`src/hdl/mcpt_pkg.sv`:
```
// Shared types and constants for the periodic timer table.
// Used by mcpt_cell and the top level; no dependencies.
package mcpt_pkg;

  localparam int TIMER_SLOTS = 16;
  localparam int SLOT_W      = $clog2(TIMER_SLOTS);
  localparam int OCC_W       = $clog2(TIMER_SLOTS + 1);
  localparam logic [31:0] FAR_LIMIT = 32'd2000000000;

  typedef enum logic [2:0] {
    OP_START = 3'd0,
    OP_STOP  = 3'd1,
    OP_CHECK = 3'd2,
    OP_TICK  = 3'd3,
    OP_SHIFT = 3'd4
  } op_t;

  typedef enum logic [1:0] {
    KIND_STATUS = 2'd0,
    KIND_FIRED  = 2'd1,
    KIND_DONE   = 2'd2
  } kind_t;

  typedef enum logic [2:0] {
    ST_OK        = 3'd0,
    ST_FULL      = 3'd1,
    ST_INVALID   = 3'd2,
    ST_DUPLICATE = 3'd3,
    ST_NOT_FOUND = 3'd4
  } status_t;

  typedef struct packed {
    logic [7:0]  client;
    logic [15:0] timer;
    logic [30:0] period;
    logic [31:0] last_fire;
    logic [15:0] limit;
    logic [15:0] count;
  } slot_t;

  // Commands from the sequencer to every cell of the row.
  typedef struct packed {
    logic        rotate;   // whole row shifts one place toward cell 0
    logic        load_tail;
    logic        shift;    // add offset to every last-fire time
    logic [31:0] offset;
  } row_ctl_t;

  typedef enum logic [2:0] {
    S_IDLE, S_SCAN, S_TICK, S_PAD, S_OUT
  } state_t;

endpackage

```
`src/hdl/mcpt_cell.sv`:
```
// One storage cell of the timer row: holds one slot word.
// Depends on mcpt_pkg.
module mcpt_cell
  import mcpt_pkg::*;
(
  input  logic     clk,
  input  row_ctl_t ctl,
  input  slot_t    from_next,
  input  slot_t    tail_word,
  input  logic     is_tail,
  output slot_t    word
);

  always_ff @(posedge clk) begin
    if (ctl.rotate) begin
      word <= from_next;
    end else if (ctl.load_tail && is_tail) begin
      word <= tail_word;
    end else if (ctl.shift) begin
      word.last_fire <= word.last_fire + ctl.offset;
    end
  end

endmodule

```
`config.mk`:
```
export PLATFORM = sky130hd
export DESIGN_NAME = mcpt_cell
export DESIGN_NICKNAME = d
export VERILOG_FILES = /design/src/hdl/mcpt_pkg.sv /design/src/hdl/mcpt_cell.sv
export SDC_FILE = /design/constraint.sdc
export NUM_CORES = 1
export LEC_CHECK = 0
export BUFFER_PORTS_ARGS = -buffer_cell sky130_fd_sc_hd__buf_2
export CAP_MARGIN = 20
export CORE_AREA = 5 5 148 150
export CTS_BUF_LIST = sky130_fd_sc_hd__clkbuf_8
export DETAILED_ROUTE_END_ITERATION = 6
export DIE_AREA = 0 0 153 155
export HOLD_SLACK_MARGIN = 0.08
export PLACE_DENSITY_LB_ADDON = 0.25
export SLEW_MARGIN = 20
export SYNTH_ARGS = -nofsm -noshare
export SYNTH_HDL_FRONTEND = slang
export SYNTH_SLANG_ARGS = --single-unit
```
`constraint.sdc`:
```
create_clock -name clk -period 6.1 [get_ports clk]
set_clock_uncertainty 0.05 [all_clocks]
set_input_delay 0.61 -clock clk [delete_from_list [all_inputs] [get_ports clk]]
set_output_delay 0.61 -clock clk [all_outputs]
set_load 0.03 [all_outputs]
```
-- After elaboration in Yosys (flattened, before gate mapping)
Index checks and enable logic that the tools add are counted.
- register bits: 119
- add/subtract/negate cells: 1
- reduce and logical (&&, ||, !) cells: 3
- multiplexer cells: 5
- operator list (kind ; count):
    119-bit 2-to-1 mux ; 1
    32-bit 2-to-1 mux ; 3
    55-bit 2-to-1 mux ; 1
    32-bit adder ; 1
    3-bit nonzero test ; 1
    2-bit nonzero test ; 1
    1-bit logical AND ; 1

-- Longest topological paths before layout
Gate-level depths: netlist of run 1.
- depth after elaboration: 4
- mapped depth: 10

-- Least setup slack after synthesis of run 1
Ideal clock, no wire load.
- path type: input-to-reg
- from: input ctl[33] (netlist bit)
- to: register word[48] (netlist bit), data pin
- data arrival time: 2938 ps
- setup slack: 2763 ps
- stages: 5
- data required time: 5700 ps
- cells stage by stage: and2_1 > clkbuf_1 > nor2_1 > inv_1 > o21ai_0
- longest elaborated chain between the ends: 3
- RTL lines (item ; RTL line ; RTL):
    start: declaration ; mcpt_cell.sv:7 ; input row_ctl_t ctl,
    1-bit logical AND ; mcpt_cell.sv:17 ; end else if (ctl.load_tail && is_tail) begin
    32-bit 2-to-1 mux ; mcpt_cell.sv:17 ;
    119-bit 2-to-1 mux ; mcpt_cell.sv:15 ; if (ctl.rotate) begin
    end signal: assignment ; mcpt_cell.sv:16 ; word <= from_next;
    end signal: assignment ; mcpt_cell.sv:18 ; word <= tail_word;
    end: declaration ; mcpt_cell.sv:11 ; output slot_t word
No other way between the ends.
A chain may end at the register's enable or synchronous reset.

-- Worst setup path after layout of run 1
- from: register word[32] (netlist bit)
- to: register word[58] (netlist bit), data pin
- longest elaborated chain between the ends: 4
- RTL lines (item ; RTL line ; RTL):
    32-bit adder ; mcpt_cell.sv:20 ; word.last_fire <= word.last_fire + ctl.offset;
    32-bit 2-to-1 mux ; mcpt_cell.sv:19 ; end else if (ctl.shift) begin
    32-bit 2-to-1 mux ; mcpt_cell.sv:17 ;
    119-bit 2-to-1 mux ; mcpt_cell.sv:15 ;
No other way between the ends. The select of a mux whose other input is x is not followed.

==> flow_results.xml, run 1 <==
<?xml version="1.0" encoding="UTF-8"?>
<metrics>
  <group name="synth">
    <metric name="mappedNetlistArea" unit="mm2">0.00705</metric>
    <metric name="yosysTopAreaCell" unit="">edfxtp_1</metric>
    <metric name="synthesis.instances" unit="">587</metric>
    <metric name="postSynthNetCount" unit="">894</metric>
    <metric name="ys_async_sr_fraction" unit="%">0</metric>
    <metric name="yosysWarnings" unit="">0</metric>
    <metric name="netlist-cell-type-count" unit="">51</metric>
    <metric name="synth.area.top_cells" unit="">edfxtp_1, mux2_2, ha_1</metric>
    <metric name="synth_edf_count" unit="">119</metric>
    <metric name="ffs_latches_synth" unit="">119</metric>
    <metric name="post-synth-top-area-fraction" unit="%">50.7</metric>
    <metric name="ys_seq_area_share" unit="%">50.7</metric>
    <metric name="syn_area_per_cell" unit="um2">12.0</metric>
    <metric name="postSynth.topFlopCell" unit="">edfxtp_1</metric>
  </group>
  <group name="grt">
    <metric name="first_global_vias" unit="">6321</metric>
    <metric name="grt_usage" unit="%">19.0</metric>
    <metric name="wire_length_of_the_first_global_routing_pass" unit="um">34800</metric>
    <metric name="overflow" unit="">0</metric>
    <metric name="grt_antenna_before_repair" unit="">3</metric>
    <metric name="grt_start_max_net_pins" unit="">92</metric>
  </group>
  <group name="floorplan">
    <metric name="die_height" unit="um">155</metric>
    <metric name="fp.dieArea" unit="mm2">0.0237</metric>
    <metric name="fp.dieW" unit="um">153</metric>
    <metric name="effective_utilization_at_floorplan" unit="%">34.3</metric>
    <metric name="row_count" unit="">53</metric>
    <metric name="boundaryPins" unit="">394</metric>
    <metric name="core_region_area" unit="mm2">0.0206</metric>
  </group>
  <group name="min_path">
    <metric name="min_from" unit="">from_next[41]</metric>
    <metric name="hold_path_end" unit="">word[41]</metric>
    <metric name="hold_path_depth" unit="">3</metric>
    <metric name="hp-class" unit="">input pin to flop</metric>
  </group>
  <group name="setup_path">
    <metric name="critical_path_peak_fanout" unit="">5</metric>
    <metric name="crit_path_start_kind" unit="">flop</metric>
    <metric name="ff2ff_setup_slack" unit="ns">3.16</metric>
    <metric name="rr_startpoint" unit="">word[32]</metric>
    <metric name="r2r_cells" unit="">10</metric>
    <metric name="timing.critical_path.slowest_stage_cell" unit="">edfxtp_1</metric>
    <metric name="worstPathRequired" unit="ns">6.35</metric>
    <metric name="crit_path_frequent_cell" unit="">a21oi_1</metric>
    <metric name="crit_path_cell_trace" unit="">ha_1 &gt; fa_1 &gt; a21o_1 &gt; nand4_1 &gt; a21oi_1 &gt; o21ai_0 &gt; a21oi_1 &gt; o31ai_1 &gt; mux2i_1 &gt; o311a_1</metric>
    <metric name="critical_path.startpoint" unit="">word[32]</metric>
    <metric name="worst_ep_arrival_time" unit="ns">3.18</metric>
    <metric name="worst_setup_path_end_kind" unit="">flop</metric>
    <metric name="r2r-end" unit="">word[58]</metric>
    <metric name="critical_path_class" unit="">flop to flop</metric>
    <metric name="critical_path.max_stage_delay" unit="ns">0.43</metric>
  </group>
  <group name="sta">
    <metric name="holdWs" unit="ns">0.405</metric>
    <metric name="final_critical_path_share_of_the_clock_period" unit="%">48.1</metric>
    <metric name="maxSlewViolCount" unit="">0</metric>
    <metric name="slew_headroom" unit="%">48.6</metric>
    <metric name="rsz0062_at_grt" unit="">no</metric>
    <metric name="maxClockFrequency" unit="MHz">341</metric>
    <metric name="final_hold_violations" unit="">0</metric>
    <metric name="post-route-min-period" unit="ns">2.94</metric>
    <metric name="setup_ws" unit="ns">3.16</metric>
    <metric name="tightest_slew" unit="ns">0.771</metric>
    <metric name="tns" unit="ns">0</metric>
    <metric name="setup_viol" unit="">0</metric>
  </group>
  <group name="pwr">
    <metric name="seqPwrFrac" unit="%">38.0</metric>
    <metric name="worst_ir_drop_vdd" unit="mV">0.108</metric>
    <metric name="net-switching-power" unit="mW">1.07</metric>
    <metric name="p_sw_share" unit="%">37.4</metric>
    <metric name="leakage_power_total" unit="nW">4.33</metric>
    <metric name="power.density" unit="mW/mm2">297</metric>
    <metric name="comb_power_share" unit="%">38.5</metric>
    <metric name="clock_power_share" unit="%">23.5</metric>
    <metric name="fin_total_pwr" unit="mW">2.87</metric>
    <metric name="p_int" unit="mW">1.80</metric>
  </group>
  <group name="layout">
    <metric name="largest_reg_flops" unit="">119</metric>
    <metric name="final-instance-count-excl-fill" unit="">1264</metric>
    <metric name="reg_top3" unit="">word x119</metric>
    <metric name="final_layout_size_suffix_gt1_share" unit="%">54.3</metric>
    <metric name="postLayoutCoreUtil" unit="%">47.0</metric>
    <metric name="post-route-cell-area" unit="mm2">0.00966</metric>
    <metric name="registers.top_by_ff_count" unit="">word</metric>
    <metric name="area.growth.synth_to_final" unit="%">37.0</metric>
    <metric name="design.final.nets" unit="">1283</metric>
  </group>
  <group name="route">
    <metric name="wl_per_cell" unit="um">18.5</metric>
    <metric name="total_via_count_in_the_routed_design" unit="">6152</metric>
    <metric name="dr.pass1.iters" unit="">4</metric>
    <metric name="first_iter_violations" unit="">255</metric>
    <metric name="antenna_left" unit="">0</metric>
    <metric name="detailed_route_drc_error_count" unit="">0</metric>
    <metric name="route.final.wire_length" unit="um">23400</metric>
    <metric name="vias_per_cell" unit="">4.87</metric>
  </group>
  <group name="placed_design">
    <metric name="placedCellCount" unit="">1232</metric>
    <metric name="gpl.final_weighted_congestion" unit="">0.851</metric>
    <metric name="post-dp-hpwl" unit="um">18600</metric>
    <metric name="io_buffer_count" unit="">393</metric>
    <metric name="placed_area" unit="mm2">0.00930</metric>
    <metric name="dpl_worst_slack" unit="ns">2.89</metric>
  </group>
  <group name="status">
    <metric name="status" unit="">completed</metric>
  </group>
  <group name="clock_network">
    <metric name="cts-hold-fix-buffers" unit="">0</metric>
    <metric name="cts_repair_resize_count" unit="">0</metric>
    <metric name="cts.reportedPaths.clkPinSlew" unit="ns">0.08</metric>
    <metric name="clkLatencyLatePin" unit="ns">0.44</metric>
    <metric name="cts-root-to-sink-buffers" unit="">2</metric>
    <metric name="cts_htree_levels" unit="">4</metric>
    <metric name="cts-buffers-inserted" unit="">17</metric>
    <metric name="clock-root-buffer" unit="">clkbuf_8</metric>
    <metric name="tritoncts" unit="">yes</metric>
    <metric name="clkSinkCount" unit="">119</metric>
    <metric name="cts_setup_buffers" unit="">0</metric>
  </group>
  <group name="flow_run">
    <metric name="maxCapViolCount" unit="">0</metric>
  </group>
</metrics>
-- power by group through the flow --
stage | Combinational [mW] | Clock, mW | Sequential (mW)
final | 1.10 | 0.676 | 1.09
after global routing | 1.20 | 0.738 | 1.10
after CTS | 1.11 | 0.701 | 1.09
after detailed placement | 1.11 | 0 | 1.11
after global placement | 1.11 | 0 | 1.10
after floorplan | 0.528 | 0 | 1.34
-- worst max-delay path, delay by kind of cell, from the launching register on --
family          cells  cell delay (ns)
mux                 1             0.21
simple gates        1             0.11
compound gates      6             1.34
fa+ha+maj           2             0.65
flops               1             0.43
-- logic make-up (layout without fill, tap and decap cells) --
family	Yosys count	in the layout	synth area share, %
simple gates	146	146	10.5
compound gates	130	130	11.8
flops	119	119	50.7
mux	108	108	17.2
buf+inv	34	435	1.83
fa+ha+maj	32	32	5.78
xor+xnor	18	18	2.24
other cells	0	1	0
-- cell type report --
class                   instances  area [um2]
flip-flops and latches        119        3570
clock buffers                  17         234
multi-input cells             434        3350
fillers                      1958       10900
well taps                     275         344
repair buffers                398        2010
inverters                       6        23.8
diodes                          1        2.50
clock inverters                14         124
-- worst max path at each step --
stage                          end  slack (ns)
after floorplan           word[48]        2.76
after global placement    word[60]        2.92
after detailed placement  word[58]        2.89
after CTS                 word[58]        3.14
after global routing      word[58]        3.01
final                     word[58]        3.16
-- per-layer routing --
layer | routed length, um | GRT usage, % | vias up
met5 | 27 | 0 | -
met4 | 618 | 6.28 | 4
met3 | 1750 | 5.87 | 36
met2 | 12100 | 33.7 | 257
met1 | 8950 | 21.8 | 2831
li1 | - | - | 3024
-- cells in the mapped netlist (5+ instances only) --
master,number
nor2_1,32
inv_1,6
mux2i_1,5
nand3_1,19
xnor2_1,9
nor3b_1,9
a21o_1,17
a21boi_0,5
nor2b_1,5
o211ai_1,5
o21ai_0,15
nor3_1,9
o21ai_1,7
o31ai_1,9
mux2_2,102
ha_1,31
nand2_1,35
clkbuf_1,26
edfxtp_1,119
xor2_1,9
a21oi_1,48
nand2b_1,9
or3_1,6
-- placed cells by master (no fill, tap or decap), types with 3 or more instances in the layout --
| cell type | Yosys | final |
|---|---|---|
| clkbuf_8 | 0 | 17 |
| inv_6 | 0 | 6 |
| mux2_2 | 102 | 102 |
| nand3_1 | 19 | 19 |
| a211oi_1 | 4 | 4 |
| nor2b_1 | 5 | 5 |
| nand2b_1 | 9 | 9 |
| o21a_1 | 3 | 3 |
| nand4_1 | 4 | 4 |
| and2_1 | 4 | 4 |
| or3_1 | 6 | 6 |
| edfxtp_1 | 119 | 119 |
| buf_2 | 1 | 392 |
| and3_1 | 4 | 4 |
| o21ai_0 | 15 | 15 |
| a21boi_0 | 5 | 5 |
| a21o_1 | 17 | 17 |
| nor3_1 | 9 | 9 |
| o31ai_1 | 9 | 9 |
| buf_4 | 0 | 5 |
| nor2_1 | 32 | 32 |
| nand3b_1 | 3 | 3 |
| xnor2_1 | 9 | 9 |
| nor3b_1 | 9 | 9 |
| inv_1 | 6 | 5 |
| and3b_1 | 3 | 3 |
| o211ai_1 | 5 | 5 |
| ha_1 | 31 | 31 |
| nand2_1 | 35 | 35 |
| clkinv_2 | 0 | 3 |
| a21oi_1 | 48 | 48 |
| mux2i_1 | 5 | 5 |
| o21ai_1 | 7 | 7 |
| xor2_1 | 9 | 9 |
Note: power is estimated with default switching activity, not from simulation.
==> inputs of run 2 (changes only) <==
--- a/config.mk
+++ b/config.mk
@@ -7,10 +7,10 @@
 export LEC_CHECK = 0
 export BUFFER_PORTS_ARGS = -buffer_cell sky130_fd_sc_hd__buf_2
 export CAP_MARGIN = 20
-export CORE_AREA = 5 5 148 150
+export CORE_AREA = 5 5 150 152
 export CTS_BUF_LIST = sky130_fd_sc_hd__clkbuf_8
 export DETAILED_ROUTE_END_ITERATION = 6
-export DIE_AREA = 0 0 153 155
+export DIE_AREA = 0 0 155 157
 export HOLD_SLACK_MARGIN = 0.08
 export PLACE_DENSITY_LB_ADDON = 0.25
 export SLEW_MARGIN = 20
==> constraint.sdc (replaced) <==
create_clock -name clk -period 2.75 [get_ports clk]
set_clock_uncertainty 0.05 [all_clocks]
set_input_delay 0.275 -clock clk [delete_from_list [all_inputs] [get_ports clk]]
set_output_delay 0.275 -clock clk [all_outputs]
set_load 0.03 [all_outputs]
==> run 2 against run 1 <==
Via count rose by 16%. Sequential share of layout area fell by 6.4 points. Worst setup slack worse by 3.1 ns. First-iteration DRC count grew 34%. Routed wire length grew 16%. Critical path depth down 1. Cell count up 15%. Fmax is 11% higher. Non-clock buffer count is 188 higher.
==> flow_results.xml, run 2 (synthesized netlist as in run 1, its figures left out) <==
<?xml version="1.0" encoding="UTF-8"?>
<metrics>
  <group name="status">
    <metric name="status" unit="">completed</metric>
  </group>
  <group name="placed_design">
    <metric name="io_buffer_count" unit="">393</metric>
    <metric name="post-dp-hpwl" unit="um">19600</metric>
    <metric name="dpl_worst_slack" unit="ns">-0.00887</metric>
    <metric name="gpl.final_weighted_congestion" unit="">0.909</metric>
  </group>
  <group name="pwr">
    <metric name="fin_total_pwr" unit="mW">6.95</metric>
    <metric name="power.density" unit="mW/mm2">594</metric>
    <metric name="leakage_power_total" unit="nW">5.18</metric>
    <metric name="p_sw_share" unit="%">36.7</metric>
    <metric name="worst_ir_drop_vdd" unit="mV">0.257</metric>
    <metric name="seqPwrFrac" unit="%">34.7</metric>
    <metric name="comb_power_share" unit="%">42.0</metric>
    <metric name="p_int" unit="mW">4.40</metric>
    <metric name="net-switching-power" unit="mW">2.55</metric>
    <metric name="clock_power_share" unit="%">23.3</metric>
  </group>
  <group name="route">
    <metric name="wl_per_cell" unit="um">18.7</metric>
    <metric name="antenna_left" unit="">0</metric>
    <metric name="vias_per_cell" unit="">4.90</metric>
    <metric name="dr.pass1.iters" unit="">5</metric>
    <metric name="first_iter_violations" unit="">342</metric>
    <metric name="detailed_route_drc_error_count" unit="">0</metric>
    <metric name="route.final.wire_length" unit="um">27200</metric>
    <metric name="total_via_count_in_the_routed_design" unit="">7108</metric>
  </group>
  <group name="floorplan">
    <metric name="effective_utilization_at_floorplan" unit="%">33.8</metric>
    <metric name="die_height" unit="um">157</metric>
    <metric name="fp.dieW" unit="um">155</metric>
    <metric name="fp.dieArea" unit="mm2">0.0243</metric>
    <metric name="core_region_area" unit="mm2">0.0209</metric>
    <metric name="boundaryPins" unit="">394</metric>
    <metric name="row_count" unit="">53</metric>
  </group>
  <group name="grt">
    <metric name="overflow" unit="">0</metric>
    <metric name="first_global_vias" unit="">7310</metric>
    <metric name="grt_antenna_before_repair" unit="">2</metric>
    <metric name="grt_usage" unit="%">21.2</metric>
    <metric name="wire_length_of_the_first_global_routing_pass" unit="um">39600</metric>
    <metric name="grt_start_max_net_pins" unit="">73</metric>
  </group>
  <group name="clock_network">
    <metric name="cts.reportedPaths.clkPinSlew" unit="ns">0.09</metric>
    <metric name="clkSinkCount" unit="">119</metric>
    <metric name="clkLatencyLatePin" unit="ns">0.43</metric>
    <metric name="tritoncts" unit="">yes</metric>
    <metric name="clock-root-buffer" unit="">clkbuf_8</metric>
    <metric name="cts-buffers-inserted" unit="">17</metric>
    <metric name="cts_htree_levels" unit="">4</metric>
    <metric name="cts-root-to-sink-buffers" unit="">2</metric>
  </group>
  <group name="setup_path">
    <metric name="combined_buffer_and_inverter_count_along_the_critical_path" unit="">0</metric>
    <metric name="critical_path_class" unit="">flop to flop</metric>
    <metric name="crit_path_cell_trace" unit="">ha_4 &gt; a21o_1 &gt; a21o_1 &gt; a2111oi_2 &gt; o21ai_1 &gt; or2_4 &gt; o41ai_4 &gt; mux2i_1 &gt; o311a_1</metric>
    <metric name="timing.critical_path.max_delay_family" unit="">compound AO/OA/AOI/OAI gates</metric>
    <metric name="crit_path_frequent_cell" unit="">a21o_1</metric>
    <metric name="worst_ep_arrival_time" unit="ns">2.91</metric>
    <metric name="worstPathRequired" unit="ns">3.00</metric>
    <metric name="critical_path_peak_fanout" unit="">4</metric>
    <metric name="ff2ff_setup_slack" unit="ns">0.09</metric>
    <metric name="critical_path.max_stage_delay" unit="ns">0.43</metric>
    <metric name="timing.critical_path.slowest_stage_cell" unit="">edfxtp_1</metric>
    <metric name="worst_setup_path_end_kind" unit="">flop</metric>
    <metric name="crit_path_start_kind" unit="">flop</metric>
  </group>
  <group name="layout">
    <metric name="final_layout_size_suffix_gt1_share" unit="%">50.6</metric>
    <metric name="registers.top_by_ff_count" unit="">word</metric>
    <metric name="largest_reg_flops" unit="">119</metric>
    <metric name="design.final.nets" unit="">1471</metric>
    <metric name="reg_top3" unit="">word x119</metric>
    <metric name="most_used_cells_in_the_layout_excluding_fill_and_tap_cells" unit="">buf_2, dlygate4sd3_1, edfxtp_1, mux2_2, a21oi_1</metric>
    <metric name="most_frequent_standard_cell_in_the_layout_excluding_fill_and_tap_cells" unit="">buf_2</metric>
    <metric name="final.fill_count" unit="">1787</metric>
    <metric name="area.growth.synth_to_final" unit="%">65.7</metric>
    <metric name="seq_area" unit="mm2">0.00357</metric>
    <metric name="postLayoutCoreUtil" unit="%">56.0</metric>
    <metric name="multiInputGateArea" unit="mm2">0.00349</metric>
  </group>
  <group name="flow_run">
    <metric name="maxCapViolCount" unit="">0</metric>
  </group>
  <group name="sta">
    <metric name="maxClockFrequency" unit="MHz">377</metric>
    <metric name="holdWs" unit="ns">0.119</metric>
    <metric name="final_critical_path_share_of_the_clock_period" unit="%">96.6</metric>
    <metric name="setup_viol" unit="">0</metric>
    <metric name="tightest_slew" unit="ns">0.642</metric>
    <metric name="maxSlewViolCount" unit="">0</metric>
    <metric name="post-route-min-period" unit="ns">2.66</metric>
    <metric name="final_hold_violations" unit="">0</metric>
    <metric name="slew_headroom" unit="%">57.1</metric>
    <metric name="tns" unit="ns">0</metric>
    <metric name="setup_ws" unit="ns">0.0942</metric>
  </group>
  <group name="min_path">
    <metric name="hp-class" unit="">input pin to flop</metric>
  </group>
</metrics>
-- run 2: cell types whose count changed in the layout (fill, tap and decap cells not counted), moves of 2 or more --
| cell | before | now |
|---|---|---|
| a211oi_1 | 4 | 2 |
| inv_6 | 6 | 4 |
| o21ai_2 | 0 | 2 |
| ha_1 | 31 | 26 |
| ha_2 | 0 | 2 |
| clkinvlp_4 | 2 | 4 |
| dlygate4sd3_1 | 0 | 154 |
| buf_4 | 5 | 34 |
| ha_4 | 0 | 3 |
| a211oi_2 | 0 | 2 |
| buf_12 | 0 | 5 |
| a21oi_2 | 0 | 3 |
| a21oi_1 | 48 | 44 |
-- run 2: power groups by stage --
stage               logic [mW]  clock network [mW]  registers (mW)
finish                    2.92                1.62            2.41
global route              3.15                1.74            2.44
CTS                       2.82                1.66            2.41
detailed placement        2.60                   0            2.45
global placement          2.60                   0            2.44
floorplan                 1.18                   0            2.98
-- run 2: area by class of cell --
class,count,share of cell area (%)
diodes,1,0.0214
clock buffers,17,2.00
clock inverters,14,1.27
inverters,6,0.225
multi-input cells,434,29.8
flip-flops and latches,119,30.6
well taps,275,2.94
repair buffers,586,33.1
-- run 2: per-layer routing --
layer  global-route usage (%)  share of wire (%)  vias up
met1                     23.2                 37     3318
met2                     38.6                 52      325
met5                        0              0.026        -
met3                     5.80                7.3       55
met4                     8.70                3.9        2
li1                         -                  -     3408
-- run 2: worst paths after layout --
| kind | cells after the start | start | to |
|---|---|---|---|
| max | 9 | word[47] | word[56] |
| min | 2 | from_next[75] | word[75] |
| max reg2reg | 9 | word[47] | word[56] |
| min reg2reg | 3 | word[32] | word[32] |
-- run 2: worst register-to-register path, cell delays in order (launching register included) --
cell and delay [ns]:
edfxtp_1 0.43, ha_4 0.24, a21o_1 0.16, a21o_1 0.21, a2111oi_2 0.30, o21ai_1 0.13, or2_4 0.27, o41ai_4 0.32
mux2i_1 0.23, o311a_1 0.17
-- run 2: stage by stage --
stage	instance area, um2	cells
6_report	11700	1452
5_1_grt	11700	1452
4_1_cts	11500	1446
3_5_place_dp	9610	1263
3_3_place_gp	9610	1263
2_1_floorplan	7070	587
-- run 2: timing repair --
action                                 4_1_cts  5_1_grt
hold buffers                               151        3
gates resized for setup                      4       22
endpoints found under the hold margin       88        2
pin swaps                                    1       13
setup endpoints to repair                    4       16
cloned                                       0        0
buffers inserted                             1        2
